`config.mk`:
```
export PLATFORM = sky130hd
export DESIGN_NAME = scbc_ctrl
export DESIGN_NICKNAME = d
export VERILOG_FILES = /design/src/scbc_pkg.sv /design/src/scbc_ctrl.sv
export SDC_FILE = /design/constraint.sdc
export NUM_CORES = 1
export LEC_CHECK = 0
export BUFFER_PORTS_ARGS = -buffer_cell sky130_fd_sc_hd__buf_2
export CAP_MARGIN = 15
export CELL_PAD_IN_SITES_DETAIL_PLACEMENT = 1
export CELL_PAD_IN_SITES_GLOBAL_PLACEMENT = 2
export CORE_UTILIZATION = 20
export CTS_CLUSTER_DIAMETER = 200
export DETAILED_ROUTE_END_ITERATION = 12
export PLACE_DENSITY_LB_ADDON = 0.3
export SYNTH_ARGS = -nofsm -noshare
export SYNTH_HDL_FRONTEND = slang
export SYNTH_SLANG_ARGS = --single-unit
```
`constraint.sdc`:
```
create_clock -name i_clk -period 1.9 [get_ports i_clk]
set_clock_uncertainty 0.1 [all_clocks]
set_input_delay 0.38 -clock i_clk [delete_from_list [all_inputs] [get_ports i_clk]]
set_output_delay 0.38 -clock i_clk [all_outputs]
set_load 0.01 [all_outputs]
```
`src/scbc_pkg.sv`:
```
// Shared types and constants of the size-class block cache.
package scbc_pkg;

    // Fixed field widths
    localparam int KIND_W     = 2;
    localparam int SIZE_W     = 24;
    localparam int CLASS_W    = 25;
    localparam int HELD_W     = 18;
    localparam int CFG_IDX_W  = 2;
    localparam int CFG_DATA_W = 18;

    // Request kinds
    localparam logic [KIND_W-1:0] KIND_ALLOC      = 2'd0;
    localparam logic [KIND_W-1:0] KIND_FREE_SIZED = 2'd1;

    // Configuration register indexes
    localparam logic [CFG_IDX_W-1:0] CFG_CACHE_ENABLED = 2'd0;
    localparam logic [CFG_IDX_W-1:0] CFG_BUDGET_BYTES  = 2'd1;

    // Register reset values
    localparam logic              ENABLED_RESET = 1'b1;
    localparam logic [HELD_W-1:0] BUDGET_RESET  = 18'd131072;

    // Commands from the controller to the datapath
    typedef struct packed {
        logic capture;
        logic pass;
        logic push;
        logic pop_read;
        logic pop_write;
        logic load_out;
    } t_cmd;

    // Status from the datapath to the controller
    typedef struct packed {
        logic usable;
        logic is_alloc;
        logic hit;
        logic push_ok;
    } t_sts;

endpackage

```
`src/scbc_ctrl.sv`:
```
// Sequencer of the size-class block cache: look up, pop or push, deliver.
module scbc_ctrl (
    input  logic             i_clk,
    input  logic             i_rst_n,
    input  logic             i_in_valid,
    output logic             o_in_ready,
    output logic             o_out_valid,
    input  logic             i_out_ready,
    input  scbc_pkg::t_sts   i_sts,
    output scbc_pkg::t_cmd   o_cmd
);
    typedef enum logic [1:0] {
        S_IDLE,
        S_LOOK,
        S_NODE,
        S_DONE
    } t_state;

    t_state r_state;
    t_state n_state;
    logic   r_out_valid;
    logic   n_out_valid;

    always_comb begin
        o_cmd      = '0;
        o_in_ready = 1'b0;
        n_state    = r_state;
        case (r_state)
            S_IDLE: begin
                // hold off requests while reset is applied
                o_in_ready    = i_rst_n;
                o_cmd.capture = i_in_valid && i_rst_n;
                if (i_in_valid) begin
                    n_state = S_LOOK;
                end
            end
            S_LOOK: begin
                if (!i_sts.usable) begin
                    o_cmd.pass = 1'b1;
                    n_state    = S_DONE;
                end else if (i_sts.is_alloc) begin
                    if (i_sts.hit) begin
                        o_cmd.pop_read = 1'b1;
                        n_state        = S_NODE;
                    end else begin
                        o_cmd.pass = 1'b1;
                        n_state    = S_DONE;
                    end
                end else begin
                    if (i_sts.push_ok) begin
                        o_cmd.push = 1'b1;
                    end else begin
                        o_cmd.pass = 1'b1;
                    end
                    n_state = S_DONE;
                end
            end
            S_NODE: begin
                o_cmd.pop_write = 1'b1;
                n_state         = S_DONE;
            end
            S_DONE: begin
                o_cmd.load_out = !r_out_valid || i_out_ready;
                if (o_cmd.load_out) begin
                    n_state = S_IDLE;
                end
            end
            default: begin
                n_state = S_IDLE;
            end
        endcase
    end

    always_comb begin
        n_out_valid = r_out_valid;
        if (o_cmd.load_out) begin
            n_out_valid = 1'b1;
        end else if (i_out_ready) begin
            n_out_valid = 1'b0;
        end
    end

    always_ff @(posedge i_clk) begin
        if (!i_rst_n) begin
            r_state     <= S_IDLE;
            r_out_valid <= 1'b0;
        end else begin
            r_state     <= n_state;
            r_out_valid <= n_out_valid;
        end
    end

    assign o_out_valid = r_out_valid;

    a_pop_pair: assert property (@(posedge i_clk) disable iff (!i_rst_n)
        o_cmd.pop_read |=> o_cmd.pop_write)
        else $error("pop read not followed by pop write");

    a_load_shows: assert property (@(posedge i_clk) disable iff (!i_rst_n)
        o_cmd.load_out |=> r_out_valid)
        else $error("loaded result not presented");
endmodule

```
==> results of run 1 <==
==> synthesized netlist by cell type <==
cell	instances
a31oi_1	1
mux2i_1	1
a2111oi_2	1
nand2_1	2
and3b_4	1
and3b_1	1
ha_1	4
inv_1	3
o21ai_0	1
o21a_1	1
dfxtp_1	3
nor2b_1	2
buf_4	1
o211ai_1	1
and2b_2	1
o31ai_1	1
nand3_1	1
and2_1	1
and3_1	1
and4_1	2
==> kinds of logic (layout without fill, tap and decap cells) <==
logic type / count (synthesis) / in the layout
AND/OR/NAND/NOR: 12 / 12
AO/OA/AOI/OAI: 6 / 6
buffers and inverters: 4 / 22
adder cells (fa/ha/maj): 4 / 4
multiplexers: 1 / 1
flip-flops: 3 / 3
==> registers in the layout, summed over array words and instances (netlist names) <==
register and flops:
r_state 2, o_out_valid 1
==> report_power, final <==
| part | total (µW) | internal [µW] | switching [µW] |
|---|---|---|---|
| Clock | 120 | 79.2 | 40.9 |
| Combinational | 183 | 84.2 | 99.0 |
| Sequential | 98.1 | 79.9 | 18.1 |
==> worst min path at each step <==
stage                                       start                        to  slack (ns)  cells after the start
final                                     i_rst_n  o_out_valid$_SDFFE_PN0P_        0.33                      2
after global routing                      i_rst_n  o_out_valid$_SDFFE_PN0P_        0.35                      2
after floorplan                           i_rst_n  o_out_valid$_SDFFE_PN0P_        0.40                      1
after detailed placement  r_state[1]$_SDFFE_PN0P_   r_state[1]$_SDFFE_PN0P_        0.47                      2
after global placement    r_state[1]$_SDFFE_PN0P_   r_state[1]$_SDFFE_PN0P_        0.45                      2
after CTS                                 i_rst_n  o_out_valid$_SDFFE_PN0P_        0.33                      2
==> layer usage <==
metal | vias to the layer above | share of wire | wire, µm
li1 | 146 | - | -
met1 | 133 | 0.44 | 340
met2 | 11 | 0.50 | 386
met3 | 2 | 0.040 | 31
met4 | 0 | 0.024 | 19
met5 | - | 0 | 0
==> critical path, stage by stage (launching register included) <==
cell and delay [ns]:
dfxtp_1 0.40, inv_1 0.09, ha_1 0.23, and4_1 0.20, buf_2 0.13
==> through the flow <==
| step | hold slack (ns) | setup WS (ns) | power [µW] | cells |
|---|---|---|---|---|
| after global routing | 0.354 | 0.0209 | 441 | 62 |
| after detailed placement | 0.473 | 0.372 | 283 | 58 |
| after global placement | 0.445 | 0.375 | 280 | 58 |
| after CTS | 0.326 | 0.114 | 409 | 62 |
| after floorplan | 0.397 | 0.490 | 225 | 30 |
| final | 0.328 | 0.128 | 401 | 62 |
==> cell type report <==
type	count	area (µm²)
Timing Repair Buffer	15	75.1
Tap cell	14	17.5
Fill cell	144	802
Multi-Input combinational cell	23	194
Sequential cell	3	60.1
Clock buffer	4	26.3
Inverter	3	11.3
==> results.sh, run 1 <==
export IMPL_busiest_layer="met2"
export IMPL_end_kind="primary output"
export IMPL_slew_violations=0
export IMPL_pwr_density_cell_nw_per_um2=1040
export IMPL_rr_endpoint="r_state[0]$_SDFFE_PN0P_"
export IMPL_drc=0
export IMPL_synthCells=30
export IMPL_die_area_um2=1520
export IMPL_synth_simple_gate_area_frac=0.312
export IMPL_diodes=0
export IMPL_rsz0062_at_grt="no"
export IMPL_grt_pass1_wl_mm=1.23
export IMPL_synth_top_area_share=0.220
export IMPL_final_core_util=0.324
export IMPL_netlist_area_um2=273
export IMPL_crit_type="register to primary output"
export IMPL_grt_antenna_before_repair=0
export IMPL_synth_area_leaders="dfxtp_1 22%, ha_1 18%, and4_1 6.4%"
export IMPL_grt_usage=0.127
export IMPL_r2r_start="r_state[1]$_SDFFE_PN0P_"
export IMPL_synth_xor_area_frac=0
export IMPL_min_period_ns=1.77
export IMPL_vias=292
export IMPL_setup_violations_final=0
export IMPL_synth_cell_types=20
export IMPL_synthMuxAreaShare=0.0367
export IMPL_critPathLaunchType="register"
export IMPL_finalHoldViolations=0
export IMPL_yosys_warnings=0
export IMPL_final_area_um2=384
export IMPL_use_met2=0.229
export IMPL_routed_wl_um=776
export IMPL_core_area_um2=1190
export IMPL_peakVddDrop_mv=0.321
export IMPL_dp_hpwl_um=611
export IMPL_reg2reg_slack_ns=0.42
export IMPL_dr_pass1_iters=2
export IMPL_globalplace_congestion=0.663
export IMPL_cts_root_buf="clkbuf_4"
export IMPL_synth_top_family_by_area="simple AND/OR/NAND/NOR gates"
export IMPL_insertion_delay_ns=0.24
export IMPL_worst_pin_slew_ns=0.230
export IMPL_cts_sinks=3
export IMPL_detail_route_wl_per_cell_um=12.5
export IMPL_postRouteAntennaNets=0
export IMPL_area_delta_synth_final_pct=40.8
export IMPL_path_max_fanout=5
export IMPL_max_freq_ghz=0.564
export IMPL_dpl_cell_area_um2=358
export IMPL_clockBufferDepth=2
export IMPL_met3_usage=0.0347
export IMPL_ctsHoldBuffers=0
export IMPL_ys_seq_elements=3
export IMPL_floorplan_rows=12
export IMPL_setup_tns_ns=0
export IMPL_h_tree_depth=1
export IMPL_crit_arrival_ns=1.29
export IMPL_drtIter0Drc=1
export IMPL_die_w_um=38.9
export IMPL_grt_ovfl_total=0
export IMPL_initial_core_util=0.230
export IMPL_clkSlewWorstSetupHoldPaths_ns=0.04
export IMPL_grt_max_degree=7
export IMPL_synthAdderAreaFrac=0.183
export IMPL_hold_path_class="primary input to register"
export IMPL_drive_above_1_share=0.438
export IMPL_layout_commonest_cell="buf_2"
export IMPL_cts_tree="built"
export IMPL_worst_ep_required_time_ns=1.42
export IMPL_synth_compound_area_frac=0.179
export IMPL_status="complete, no violations"
export IMPL_cts_made_buffers=3
export IMPL_p_leak_uw=0.000206
export IMPL_via_per_inst=4.71
export IMPL_maxCapViolations=0
export IMPL_ios=16
export IMPL_grt_pass1_vias=288
export IMPL_io_buffers=15
export IMPL_crit_end="o_cmd[3]"
export IMPL_nNetsFinal=61
export IMPL_post_cts_buffers=0
export IMPL_rr_worst_depth=4
export IMPL_use_met1=0.127
export IMPL_synth_largest_area_cell="dfxtp_1"
export IMPL_layout_worst_path_cycle_share=0.933
export IMPL_final_cell_mix="15 x buf_2, 4 x ha_1, 3 x inv_1, 3 x clkbuf_4, 3 x dfxtp_1"
export IMPL_yosysSeqAreaShare=0.220
export IMPL_dieHeight_um=38.9
export IMPL_ctsResizeCount=0
export IMPL_synth_fp_nets=42
export IMPL_syn_avg_cell_area_um2=9.09
export IMPL_startpoint="r_state[1]$_SDFFE_PN0P_"
export IMPL_maxSlewHeadroom=0.846
Note: power is estimated with default switching activity, not from simulation.
==> run 2, diff against run 1 <==
--- a/config.mk
+++ b/config.mk
@@ -9,10 +9,12 @@
 export CAP_MARGIN = 15
 export CELL_PAD_IN_SITES_DETAIL_PLACEMENT = 1
 export CELL_PAD_IN_SITES_GLOBAL_PLACEMENT = 2
+export CORE_MARGIN = 1.5
 export CORE_UTILIZATION = 20
 export CTS_CLUSTER_DIAMETER = 200
 export DETAILED_ROUTE_END_ITERATION = 12
 export PLACE_DENSITY_LB_ADDON = 0.3
+export SETUP_SLACK_MARGIN = 0.15
 export SYNTH_ARGS = -nofsm -noshare
 export SYNTH_HDL_FRONTEND = slang
 export SYNTH_SLANG_ARGS = --single-unit
==> results.sh, run 2 (synthesized netlist as in run 1, its figures left out) <==
export IMPL_status="complete, no violations"
export IMPL_initial_core_util=0.212
export IMPL_pwr_density_cell_nw_per_um2=1090
export IMPL_finalHoldViolations=0
export IMPL_end_kind="primary output"
export IMPL_globalplace_congestion=0.715
export IMPL_ios=16
export IMPL_finalNonFillerCells=63
export IMPL_postRouteAntennaNets=0
export IMPL_fillCellCount=170
export IMPL_critPathLaunchType="register"
export IMPL_floorplan_rows=13
export IMPL_min_period_ns=1.66
export IMPL_area_delta_synth_final_pct=51.4
export IMPL_grt_pass1_vias=298
export IMPL_grt_max_degree=7
export IMPL_worst_ep_required_time_ns=1.42
export IMPL_maxCapViolations=0
export IMPL_peakVddDrop_mv=0.329
export IMPL_grt_pass1_wl_mm=1.16
export IMPL_nNetsFinal=61
export IMPL_via_per_inst=4.65
export IMPL_critical_path_top_delay_family="flip-flops"
export IMPL_vias=293
export IMPL_layout_commonest_cell="buf_2"
export IMPL_met3WireLength_um=31
export IMPL_largest_register_ffs=2
export IMPL_final_area_um2=413
export IMPL_cpPeakStageDelay_ns=0.36
export IMPL_final_cell_mix="15 x buf_2, 3 x clkbuf_4"
export IMPL_drtIter0Drc=1
export IMPL_setup_tns_ns=0
export IMPL_layout_worst_path_cycle_share=0.875
export IMPL_cts_root_buf="clkbuf_4"
export IMPL_drive_above_1_share=0.563
export IMPL_critPathBufInv=2
export IMPL_worstPathCellList="inv_2, ha_4, and4_1, buf_2"
export IMPL_io_buffers=15
export IMPL_dp_hpwl_um=615
export IMPL_rsz0062_at_grt="no"
export IMPL_p_leak_uw=0.000209
export IMPL_grt_antenna_before_repair=0
export IMPL_crit_arrival_ns=1.18
export IMPL_dp_cells=59
export IMPL_dpl_cell_area_um2=359
export IMPL_dieHeight_um=39.9
export IMPL_ctsHoldBuffers=0
export IMPL_max_freq_ghz=0.602
export IMPL_setup_violations_final=0
export IMPL_slowest_stage="dfxtp_2"
export IMPL_cts_tree="built"
export IMPL_clkSlewWorstSetupHoldPaths_ns=0.04
export IMPL_die_w_um=39.9
export IMPL_grt_usage=0.121
export IMPL_maxSlewHeadroom=0.841
export IMPL_core_area_um2=1280
export IMPL_top_layer="met4"
export IMPL_cts_sinks=3
export IMPL_die_area_um2=1590
export IMPL_met1_length_um=288
export IMPL_dr_pass1_iters=2
export IMPL_drc=0
export IMPL_routed_wl_um=789
export IMPL_detail_route_wl_per_cell_um=12.5
export IMPL_worst_pin_slew_ns=0.238
export IMPL_cts_made_buffers=3
export IMPL_h_tree_depth=1
export IMPL_top_register="r_state"
export IMPL_clockBufferDepth=2
export IMPL_insertion_delay_ns=0.25
export IMPL_diodes=0
export IMPL_hold_path_class="primary input to register"
export IMPL_dr_wl_met2_um=447
export IMPL_grt_ovfl_total=0
export IMPL_crit_type="register to primary output"
export IMPL_path_max_fanout=5
export IMPL_slew_violations=0
run 2: cell count changes in the layout (fill, tap and decap cells not counted):
cell / previous run / this run
inv_1: 3 / 1
inv_2: 0 / 2
ha_4: 0 / 2
dfxtp_2: 0 / 2
ha_1: 4 / 2
dfxtp_1: 3 / 1
run 2: worst paths after layout:
path / from / endpoint / slack (ns) / cells past startpoint
worst max-delay path: r_state[1]$_SDFFE_PN0P_ / o_cmd[3] / 0.24 / 4
worst min-delay path: i_rst_n / o_out_valid$_SDFFE_PN0P_ / 0.30 / 2
worst max register to register: r_state[0]$_SDFFE_PN0P_ / r_state[0]$_SDFFE_PN0P_ / 0.42 / 4
worst min register to register: r_state[1]$_SDFFE_PN0P_ / r_state[1]$_SDFFE_PN0P_ / 0.44 / 2
run 2: per-stage QoR:
step / util / hold WS [ns] / setup slack [ns] / total power (µW)
after floorplan: - / 0.397 / 0.490 / 225
after global placement: 0.279 / 0.446 / 0.386 / 278
after detailed placement: 0.279 / 0.457 / 0.369 / 286
after CTS: 0.303 / 0.306 / 0.153 / 421
after global routing: 0.321 / 0.313 / 0.155 / 492
final: 0.321 / 0.304 / 0.238 / 448
run 2: metal layers:
layer  up-vias  track usage
li1        144            -
met1       140        0.106
met2         7        0.198
met3         2       0.0667
met4         0        0.103
met5         -            0
run 2: worst reg2reg max path, cell delays in order (launching register included):
cell       delay [ns]
dfxtp_2          0.34
ha_1             0.22
and3b_4          0.20
a2111oi_2        0.31
and3b_1          0.21
run 2: what timing repair did:
item	in CTS	in global routing
buffers inserted	0	0
gates resized for setup	2	6
setup endpoints to repair	5	5
pin swaps	0	0
run 2: area by class of cell:
type | count | area, µm² | area share
Multi-Input combinational cell | 23 | 219 | 0.530
Sequential cell | 3 | 62.6 | 0.152
Inverter | 3 | 11.3 | 0.0273
Tap cell | 15 | 18.8 | 0.0455
Timing Repair Buffer | 15 | 75.1 | 0.182
Clock buffer | 4 | 26.3 | 0.0636
run 2: report_power, final:
group	switching, µW	internal [µW]
Clock	44.9	79.5
Sequential	23.2	83.3
Combinational	109	109
